--- src/hw/rtl/van_genuchten_rel_permeability_macros.svh ---
// Assertion macros shared by the relative permeability block.
`ifndef VAN_GENUCHTEN_REL_PERMEABILITY_MACROS_SVH
`define VAN_GENUCHTEN_REL_PERMEABILITY_MACROS_SVH

// Property that must hold at every edge outside reset.
`define VGRP_ASSERT(lbl, prop, msg) \
  lbl: assert property (@(posedge clk_i) disable iff (!rst_ni) (prop)) else $error(msg);

// Property that must hold in the cycle after a trigger.
`define VGRP_ASSERT_NEXT(lbl, trig, prop, msg) \
  lbl: assert property (@(posedge clk_i) disable iff (!rst_ni) (trig) |=> (prop)) else $error(msg);

`endif

--- src/hw/rtl/vgrp_pkg.sv ---
// Shared constants, command types and constant tables of the relative permeability block.
package vgrp_pkg;

  localparam int FRAC  = 16;              // fraction bits of the fixed point values outside exp2
  localparam int FX_W  = FRAC + 1;        // saturation / permeability width
  localparam int N_W   = FRAC + 5;        // shape exponent width, config data width
  localparam int DIV_W = 2 * FRAC + 1;    // dividend / quotient width
  localparam int K_W   = $clog2(FRAC + 1);
  localparam int MAG_W = FRAC + K_W;      // |log2 x| width
  localparam int PR_W  = DIV_W + MAG_W;   // exponent times log product
  localparam int IP_W  = $clog2(FRAC + 2);
  localparam int P_W   = FRAC + IP_W;     // scaled exponent width
  localparam int EXP_W = 32;              // internal fraction bits of exp2
  localparam int R_W   = EXP_W + 1;
  localparam int SQ_W  = 2 * FRAC + 2;    // square root radicand width
  localparam int CNT_W = $clog2(DIV_W + 1);
  localparam int BIT_W = $clog2(FRAC);
  localparam int IDX_W = 3;
  localparam int SEL_W = 3;

  localparam logic [FX_W-1:0] ONE     = {1'b1, {FRAC{1'b0}}};
  localparam logic [PR_W-1:0] LIM     = PR_W'(FRAC + 1) << (2 * FRAC);
  localparam logic [N_W-1:0]  N_RESET = N_W'(2) << FRAC;

  // register indexes
  localparam logic [IDX_W-1:0] REG_SA_MIN   = 3'd0;
  localparam logic [IDX_W-1:0] REG_SB_MIN   = 3'd1;
  localparam logic [IDX_W-1:0] REG_SHAPE_N  = 3'd2;
  localparam logic [IDX_W-1:0] REG_KRA_PEAK = 3'd3;
  localparam logic [IDX_W-1:0] REG_KRB_PEAK = 3'd4;

  typedef enum logic [4:0] {
    OP_NONE, OP_LOAD, OP_DIV_INIT, OP_DIV_STEP, OP_DIV_SAVE,
    OP_LOG_INIT, OP_LOG_NORM, OP_LOG_SQ, OP_LOG_SAVE,
    OP_EXP_INIT, OP_EXP_STEP, OP_EXP_SAVE,
    OP_SQRT_INIT, OP_SQRT_STEP, OP_SQRT_SAVE, OP_MUL, OP_OUT
  } op_e;

  // divider operand sets
  localparam logic [SEL_W-1:0] DIV_SE   = 3'd0;
  localparam logic [SEL_W-1:0] DIV_M    = 3'd1;
  localparam logic [SEL_W-1:0] DIV_INVM = 3'd2;
  // log sources
  localparam logic [SEL_W-1:0] LOG_SE   = 3'd0;
  localparam logic [SEL_W-1:0] LOG_U    = 3'd1;
  // exponents
  localparam logic [SEL_W-1:0] EXA_INVM = 3'd0;
  localparam logic [SEL_W-1:0] EXA_M2   = 3'd1;
  localparam logic [SEL_W-1:0] EXA_M    = 3'd2;
  // power destinations
  localparam logic [SEL_W-1:0] DST_T    = 3'd0;
  localparam logic [SEL_W-1:0] DST_A2   = 3'd1;
  localparam logic [SEL_W-1:0] DST_V    = 3'd2;
  // square root operands
  localparam logic [SEL_W-1:0] SQ_A     = 3'd0;
  localparam logic [SEL_W-1:0] SQ_B     = 3'd1;
  // final products
  localparam logic [SEL_W-1:0] MUL_KA1  = 3'd0;
  localparam logic [SEL_W-1:0] MUL_KA2  = 3'd1;
  localparam logic [SEL_W-1:0] MUL_W    = 3'd2;
  localparam logic [SEL_W-1:0] MUL_KB1  = 3'd3;
  localparam logic [SEL_W-1:0] MUL_KB2  = 3'd4;

  typedef struct packed {
    op_e              op;
    logic [SEL_W-1:0] sel;
    logic [CNT_W-1:0] idx;
  } cmd_t;

  typedef struct packed {
    logic bad;
    logic norm_done;
  } sts_t;

  function automatic logic [63:0] isqrt_c(input logic [63:0] v);
    logic [63:0] rem;
    logic [63:0] res;
    logic [63:0] bm;
    rem = v;
    res = '0;
    bm  = 64'h4000_0000_0000_0000;
    for (int i = 0; i < 32; i++) begin
      if (rem >= res + bm) begin
        rem = rem - (res + bm);
        res = (res >> 1) + bm;
      end else begin
        res = res >> 1;
      end
      bm = bm >> 2;
    end
    return res;
  endfunction

  typedef logic [EXP_W-1:0] exp_tab_t [FRAC];

  // 2^(-2^-(i+1)) with EXP_W fraction bits, each from the previous by square root
  function automatic exp_tab_t exp_table();
    exp_tab_t    tab;
    logic [63:0] c;
    c = isqrt_c(64'h8000_0000_0000_0000);
    for (int i = 0; i < FRAC; i++) begin
      tab[i] = c[EXP_W-1:0];
      c      = isqrt_c(c << EXP_W);
    end
    return tab;
  endfunction

  localparam exp_tab_t EXP_C = exp_table();

endpackage

--- src/hw/rtl/vgrp_ctrl.sv ---
// Controller: microcoded sequencer that steps the datapath through one cell.
module vgrp_ctrl (
  input  logic           clk_i,
  input  logic           rst_ni,
  input  logic           in_valid_i,
  output logic           in_ready_o,
  output logic           out_valid_o,
  input  logic           out_ready_i,
  input  vgrp_pkg::sts_t sts_i,
  output vgrp_pkg::cmd_t cmd_o
);

  localparam logic [1:0] ST_IDLE = 2'd0;
  localparam logic [1:0] ST_RUN  = 2'd1;
  localparam logic [1:0] ST_FIN  = 2'd2;

  localparam logic [2:0] REP_ONCE = 3'd0;  // issued once
  localparam logic [2:0] REP_DIV  = 3'd1;  // one per quotient bit
  localparam logic [2:0] REP_FRAC = 3'd2;  // one per fraction bit
  localparam logic [2:0] REP_SQRT = 3'd3;  // one per root bit
  localparam logic [2:0] REP_NORM = 3'd4;  // until normalized

  localparam logic [5:0] LAST_PC = 6'd36;

  typedef struct packed {
    vgrp_pkg::op_e                op;
    logic [vgrp_pkg::SEL_W-1:0]   sel;
    logic [2:0]                   rep;
  } uop_t;

  logic [1:0]                 state_q, state_d;
  logic [5:0]                 pc_q, pc_d;
  logic [vgrp_pkg::CNT_W-1:0] cnt_q, cnt_d;
  logic                       out_valid_q, out_valid_d;
  uop_t                       uop;
  logic                       last;

  // microcode
  always_comb begin
    uop = '{vgrp_pkg::OP_NONE, '0, REP_ONCE};
    case (pc_q)
      6'd0:  uop = '{vgrp_pkg::OP_DIV_INIT,  vgrp_pkg::DIV_SE,   REP_ONCE};
      6'd1:  uop = '{vgrp_pkg::OP_DIV_STEP,  '0,                 REP_DIV};
      6'd2:  uop = '{vgrp_pkg::OP_DIV_SAVE,  vgrp_pkg::DIV_SE,   REP_ONCE};
      6'd3:  uop = '{vgrp_pkg::OP_DIV_INIT,  vgrp_pkg::DIV_M,    REP_ONCE};
      6'd4:  uop = '{vgrp_pkg::OP_DIV_STEP,  '0,                 REP_DIV};
      6'd5:  uop = '{vgrp_pkg::OP_DIV_SAVE,  vgrp_pkg::DIV_M,    REP_ONCE};
      6'd6:  uop = '{vgrp_pkg::OP_DIV_INIT,  vgrp_pkg::DIV_INVM, REP_ONCE};
      6'd7:  uop = '{vgrp_pkg::OP_DIV_STEP,  '0,                 REP_DIV};
      6'd8:  uop = '{vgrp_pkg::OP_DIV_SAVE,  vgrp_pkg::DIV_INVM, REP_ONCE};
      6'd9:  uop = '{vgrp_pkg::OP_LOG_INIT,  vgrp_pkg::LOG_SE,   REP_ONCE};
      6'd10: uop = '{vgrp_pkg::OP_LOG_NORM,  '0,                 REP_NORM};
      6'd11: uop = '{vgrp_pkg::OP_LOG_SQ,    '0,                 REP_FRAC};
      6'd12: uop = '{vgrp_pkg::OP_LOG_SAVE,  '0,                 REP_ONCE};
      6'd13: uop = '{vgrp_pkg::OP_EXP_INIT,  vgrp_pkg::EXA_INVM, REP_ONCE};
      6'd14: uop = '{vgrp_pkg::OP_EXP_STEP,  '0,                 REP_FRAC};
      6'd15: uop = '{vgrp_pkg::OP_EXP_SAVE,  vgrp_pkg::DST_T,    REP_ONCE};
      6'd16: uop = '{vgrp_pkg::OP_LOG_INIT,  vgrp_pkg::LOG_U,    REP_ONCE};
      6'd17: uop = '{vgrp_pkg::OP_LOG_NORM,  '0,                 REP_NORM};
      6'd18: uop = '{vgrp_pkg::OP_LOG_SQ,    '0,                 REP_FRAC};
      6'd19: uop = '{vgrp_pkg::OP_LOG_SAVE,  '0,                 REP_ONCE};
      6'd20: uop = '{vgrp_pkg::OP_EXP_INIT,  vgrp_pkg::EXA_M2,   REP_ONCE};
      6'd21: uop = '{vgrp_pkg::OP_EXP_STEP,  '0,                 REP_FRAC};
      6'd22: uop = '{vgrp_pkg::OP_EXP_SAVE,  vgrp_pkg::DST_A2,   REP_ONCE};
      6'd23: uop = '{vgrp_pkg::OP_EXP_INIT,  vgrp_pkg::EXA_M,    REP_ONCE};
      6'd24: uop = '{vgrp_pkg::OP_EXP_STEP,  '0,                 REP_FRAC};
      6'd25: uop = '{vgrp_pkg::OP_EXP_SAVE,  vgrp_pkg::DST_V,    REP_ONCE};
      6'd26: uop = '{vgrp_pkg::OP_SQRT_INIT, vgrp_pkg::SQ_A,     REP_ONCE};
      6'd27: uop = '{vgrp_pkg::OP_SQRT_STEP, '0,                 REP_SQRT};
      6'd28: uop = '{vgrp_pkg::OP_SQRT_SAVE, vgrp_pkg::SQ_A,     REP_ONCE};
      6'd29: uop = '{vgrp_pkg::OP_SQRT_INIT, vgrp_pkg::SQ_B,     REP_ONCE};
      6'd30: uop = '{vgrp_pkg::OP_SQRT_STEP, '0,                 REP_SQRT};
      6'd31: uop = '{vgrp_pkg::OP_SQRT_SAVE, vgrp_pkg::SQ_B,     REP_ONCE};
      6'd32: uop = '{vgrp_pkg::OP_MUL,       vgrp_pkg::MUL_KA1,  REP_ONCE};
      6'd33: uop = '{vgrp_pkg::OP_MUL,       vgrp_pkg::MUL_KA2,  REP_ONCE};
      6'd34: uop = '{vgrp_pkg::OP_MUL,       vgrp_pkg::MUL_W,    REP_ONCE};
      6'd35: uop = '{vgrp_pkg::OP_MUL,       vgrp_pkg::MUL_KB1,  REP_ONCE};
      6'd36: uop = '{vgrp_pkg::OP_MUL,       vgrp_pkg::MUL_KB2,  REP_ONCE};
      default: ;
    endcase
  end

  always_comb begin
    case (uop.rep)
      REP_DIV:  last = cnt_q == vgrp_pkg::CNT_W'(vgrp_pkg::DIV_W - 1);
      REP_FRAC: last = cnt_q == vgrp_pkg::CNT_W'(vgrp_pkg::FRAC - 1);
      REP_SQRT: last = cnt_q == vgrp_pkg::CNT_W'(vgrp_pkg::FRAC);
      REP_NORM: last = sts_i.norm_done;
      default:  last = 1'b1;
    endcase
  end

  always_comb begin
    state_d     = state_q;
    pc_d        = pc_q;
    cnt_d       = cnt_q;
    out_valid_d = out_valid_q && !out_ready_i;
    in_ready_o  = 1'b0;
    cmd_o       = '{vgrp_pkg::OP_NONE, '0, cnt_q};
    case (state_q)
      ST_IDLE: begin
        in_ready_o = 1'b1;
        if (in_valid_i) begin
          cmd_o.op = vgrp_pkg::OP_LOAD;
          pc_d     = '0;
          cnt_d    = '0;
          // a bad denominator skips all arithmetic
          state_d  = sts_i.bad ? ST_FIN : ST_RUN;
        end
      end
      ST_RUN: begin
        cmd_o.op  = uop.op;
        cmd_o.sel = uop.sel;
        if (uop.rep == REP_NORM && sts_i.norm_done) cmd_o.op = vgrp_pkg::OP_NONE;
        if (last) begin
          cnt_d = '0;
          if (pc_q == LAST_PC) state_d = ST_FIN;
          else                 pc_d    = pc_q + 1'b1;
        end else begin
          cnt_d = cnt_q + 1'b1;
        end
      end
      ST_FIN: begin
        if (!out_valid_q || out_ready_i) begin
          cmd_o.op    = vgrp_pkg::OP_OUT;
          out_valid_d = 1'b1;
          state_d     = ST_IDLE;
        end
      end
      default: state_d = ST_IDLE;
    endcase
  end

  always_ff @(posedge clk_i or negedge rst_ni) begin
    if (!rst_ni) begin
      state_q     <= ST_IDLE;
      pc_q        <= '0;
      cnt_q       <= '0;
      out_valid_q <= 1'b0;
    end else begin
      state_q     <= state_d;
      pc_q        <= pc_d;
      cnt_q       <= cnt_d;
      out_valid_q <= out_valid_d;
    end
  end

  assign out_valid_o = out_valid_q;

endmodule

--- config.mk ---
export PLATFORM = sky130hd
export DESIGN_NAME = vgrp_ctrl
export DESIGN_NICKNAME = d
export VERILOG_FILES = /design/src/hw/rtl/van_genuchten_rel_permeability_macros.svh /design/src/hw/rtl/vgrp_pkg.sv /design/src/hw/rtl/vgrp_ctrl.sv
export SDC_FILE = /design/constraint.sdc
export NUM_CORES = 1
export LEC_CHECK = 0
export BUFFER_PORTS_ARGS = -buffer_cell sky130_fd_sc_hd__buf_4
export CAP_MARGIN = 10
export CORE_MARGIN = 4
export CORE_UTILIZATION = 45
export CTS_BUF_LIST = sky130_fd_sc_hd__clkbuf_2
export DETAILED_ROUTE_END_ITERATION = 8
export PLACE_DENSITY = 0.67
export SLEW_MARGIN = 20
export SYNTH_ARGS = -nofsm -noshare
export SYNTH_HDL_FRONTEND = slang
export SYNTH_SLANG_ARGS = --single-unit
--- constraint.sdc ---
create_clock -name clk_i -period 2.5 [get_ports clk_i]
set_input_delay 0.125 -clock clk_i [delete_from_list [all_inputs] [get_ports clk_i]]
set_output_delay 0.125 -clock clk_i [all_outputs]
set_load 0.02 [all_outputs]
==> impl_metrics.py <==
metrics = {
    "floorplan": {
        "die_w_um": 68.9,
        "ios": 22,
        "floorplan.die_area_sq_mm": 0.00475,
        "floorplan.core_area_sq_mm": 0.00347,
        "placement_rows": 21,
        "die_y_um": 68.9,
        "start_util_pct": 48.2,
    },
    "setup_path": {
        "reg2reg_slack_ps": 0,
        "worstSetupPathType": "reg -> out",
        "worstSetupEndpointType": "output port",
        "crit_fanout": 4,
        "critPathRequiredTime_ps": 2380,
        "timing.critical_path.arrival_ps": 2500,
        "critical_path.startpoint_type": "register",
    },
    "layout": {
        "filler_cell_count": 288,
        "finish.net_count": 291,
        "num_antenna_cells": 0,
        "flow.area_growth_from_synthesis_pct": 44.3,
        "area_of_the_multi_input_gates_sq_mm": 0.00131,
        "drive_gt1_share_pct": 38.8,
        "final_common_cell": "buf_4",
        "ff_latch_area_sq_um": 379,
        "mostFrequentLayoutCells": "68 x buf_4, 16 x nor2_1, 15 x nand2_1",
        "fin_cells": 324,
    },
    "worst_hold_path": {
        "hp-class": "in -> reg",
    },
    "logic_synthesis": {
        "number_of_flops_mapped_to_enable_cells_by_yosys": 0,
        "synth-seq-cells": 15,
        "ys_async_sr_fraction_pct": 100,
        "postSynthNetCount": 227,
        "yosysUniqueCellTypes": 60,
        "synth_area_sq_mm": 0.00167,
        "postSynth.topFlopCell": "dfrtp_1",
        "synth_top_area_cell": "dfrtp_1",
        "post_synth_inst_count": 215,
        "postSynthAreaPerCell_sq_um": 7.77,
        "yosysWarningCount": 0,
        "synth_top_cells_by_area": "dfrtp_1 22%, nand3b_1 4.9%, ha_1 4.5%",
        "synth_top_cell_area_share_pct": 22.5,
        "synth_seq_area_share_pct": 22.5,
    },
    "placement": {
        "place_congestion": 0.888,
        "detailedPlace.worstSlack_ps": -10.5,
        "dp.cells": 299,
        "dp_hpwl_mm": 3.53,
        "io_buffer_count": 21,
    },
    "route": {
        "first_iter_violations": 185,
        "wire_length_reported_by_the_detailed_router_mm": 5.10,
        "num_vias": 1924,
        "drtPass1Iterations": 4,
        "average_detailed_routed_wire_length_per_instance_um": 15.7,
        "avgViaCountPerCell": 5.94,
        "antenna_violating_nets_post_route": 0,
        "detail_route.drc_violations": 0,
    },
    "status": {
        "failed_checks": "setup timing",
        "result_of_the_run": "complete, but fails checks",
    },
    "timing": {
        "hold_violations": 0,
        "final.setup_skew_ps": 7.79,
        "worst_slack_ps": -127,
        "final_min_period_over_clock_period_pct": 105,
        "slew_headroom_pct": 58.1,
        "tightestPinTransition_ps": 628,
        "rsz0062_at_grt": "yes",
        "maxSlewViolCount": 0,
        "final-setup-viol-count": 7,
        "post-route-min-period_ps": 2630,
        "hold_slack_ps": 97.7,
        "clock.fmax_mhz": 381,
    },
    "global_routing": {
        "grt_pass1_wl_mm": 8.40,
        "globalRouteOverflowTotal": 0,
        "grt_max_degree": 17,
        "gr-usage-all-layers_pct": 23.2,
        "grt_antenna_before_repair": 0,
        "first_global_vias": 1788,
    },
    "run": {
        "timing.max_cap.violations": 0,
    },
    "cts": {
        "cts_made_buffers": 3,
        "clock_root_buffer": "clkbuf_2",
        "insertion_delay_ps": 300,
        "clock-sinks": 15,
        "cts.clk_slew.worst_paths_ps": 150,
        "tritoncts": "built",
        "max-clock-path-buffers": 2,
        "htree_levels": 1,
    },
    "power_and_ir_drop": {
        "irDropWorstVdd_mv": 0.617,
        "leakage_nw": 1.07,
        "power.density_mw_per_mm2": 1020,
    },
}
-- worst max-delay path, stage by stage (launching register included) --
cell	delay, ps
dfrtp_2	450
buf_6	140
ha_4	180
buf_4	140
nor3_1	200
o32ai_1	130
a221o_1	390
a22oi_2	160
a21o_1	170
o21ai_1	70
buf_4	170
-- timing repair --
| action | in CTS | in global routing |
|---|---|---|
| resized for setup | 30 | 6 |
| buffers inserted | 20 | 0 |
| pin swaps | 10 | 2 |
| hold buffers | 1 | 0 |
| endpoints found under the hold margin | 15 | 0 |
| cloned | 0 | 0 |
| endpoints found under the setup margin | 10 | 19 |
-- synthesized netlist by cell type, types with 2 or more instances --
cell type,number
o21a_1,2
nand2_1,15
buf_6,3
o22ai_1,3
nor2b_1,3
inv_1,9
clkbuf_1,7
ha_1,6
o21ai_1,3
nand3_1,12
nor2_1,18
mux2_2,4
a21o_1,7
a21oi_1,11
o211ai_1,2
nand4_1,4
nor4_1,4
xor2_1,2
dfrtp_1,15
buf_2,5
o41ai_1,2
o311ai_1,2
o21ai_0,4
a22o_1,3
and3_1,5
a31oi_1,3
nand3b_1,11
nor3_1,6
nor3b_1,2
or4_1,2
nand2b_1,8
o21bai_1,2
o32ai_1,2
a221o_1,2
-- path summary, 6_finish.rpt --
path                                  from     endpoint  depth (start not counted)
worst max-delay path               pc_q[0]     cmd_o[9]                         10
max in group asynchronous           rst_ni      pc_q[5]                          2
worst min register to register  state_q[1]   state_q[0]                          1
min in group asynchronous           rst_ni  out_valid_o                          2
worst max register to register     pc_q[1]      pc_q[5]                         11
worst min-delay path            in_valid_i   state_q[0]                          3
-- report_power, final --
part	leakage (nW)	internal [mW]	total (mW)	switching (mW)
Sequential	0.197	0.297	0.370	0.0728
Clock	0.0164	0.0362	0.119	0.0824
Combinational	0.856	0.960	1.98	1.02
Total	1.07	1.29	2.47	1.17
-- cell families (layout without fill, tap and decap cells) --
kind of cell	Yosys count	after routing	synth area share [%]
simple gates	100	100	34.2
compound gates	61	61	26.7
buf+inv	26	89	7.79
flops	15	15	22.5
fa+ha+maj	6	6	4.49
mux	5	5	3.30
xor+xnor	2	2	1.05
-- per-stage QoR --
| step | setup TNS [ps] | utilization (%) | instance area, sq um | power (mW) |
|---|---|---|---|---|
| 2_1_floorplan | 0 | - | 1670 | 1.36 |
| 3_3_place_gp | 0 | 58.9 | 2040 | 1.90 |
| 3_5_place_dp | -10.5 | 58.9 | 2040 | 1.90 |
| 4_1_cts | -500 | 68.5 | 2380 | 2.36 |
| 5_1_grt | -2160 | 69.5 | 2410 | 2.63 |
| 6_report | -657 | 69.5 | 2410 | 2.47 |
-- sequential cells by signal (all words and copies together), names as in the netlist --
name         count
cnt_q            6
pc_q             6
state_q          2
out_valid_o      1
-- metal layers --
| metal | up-vias | GRT usage (%) | share of wire, % |
|---|---|---|---|
| li1 | 942 | - | - |
| met1 | 911 | 33.5 | 49 |
| met2 | 67 | 36.8 | 46 |
| met3 | 4 | 4.54 | 4.7 |
| met4 | 0 | 2.68 | 0.49 |
| met5 | - | 0 | 0 |
-- layout make-up --
type	count	share of cell area, %
clock buffers	3	0.623
well taps	46	2.39
multi-input cells	174	54.4
clock inverters	1	0.208
flip-flops and latches	15	15.7
inverters	9	1.40
repair buffers	76	25.2
Note: power is estimated with default switching activity, not from simulation.
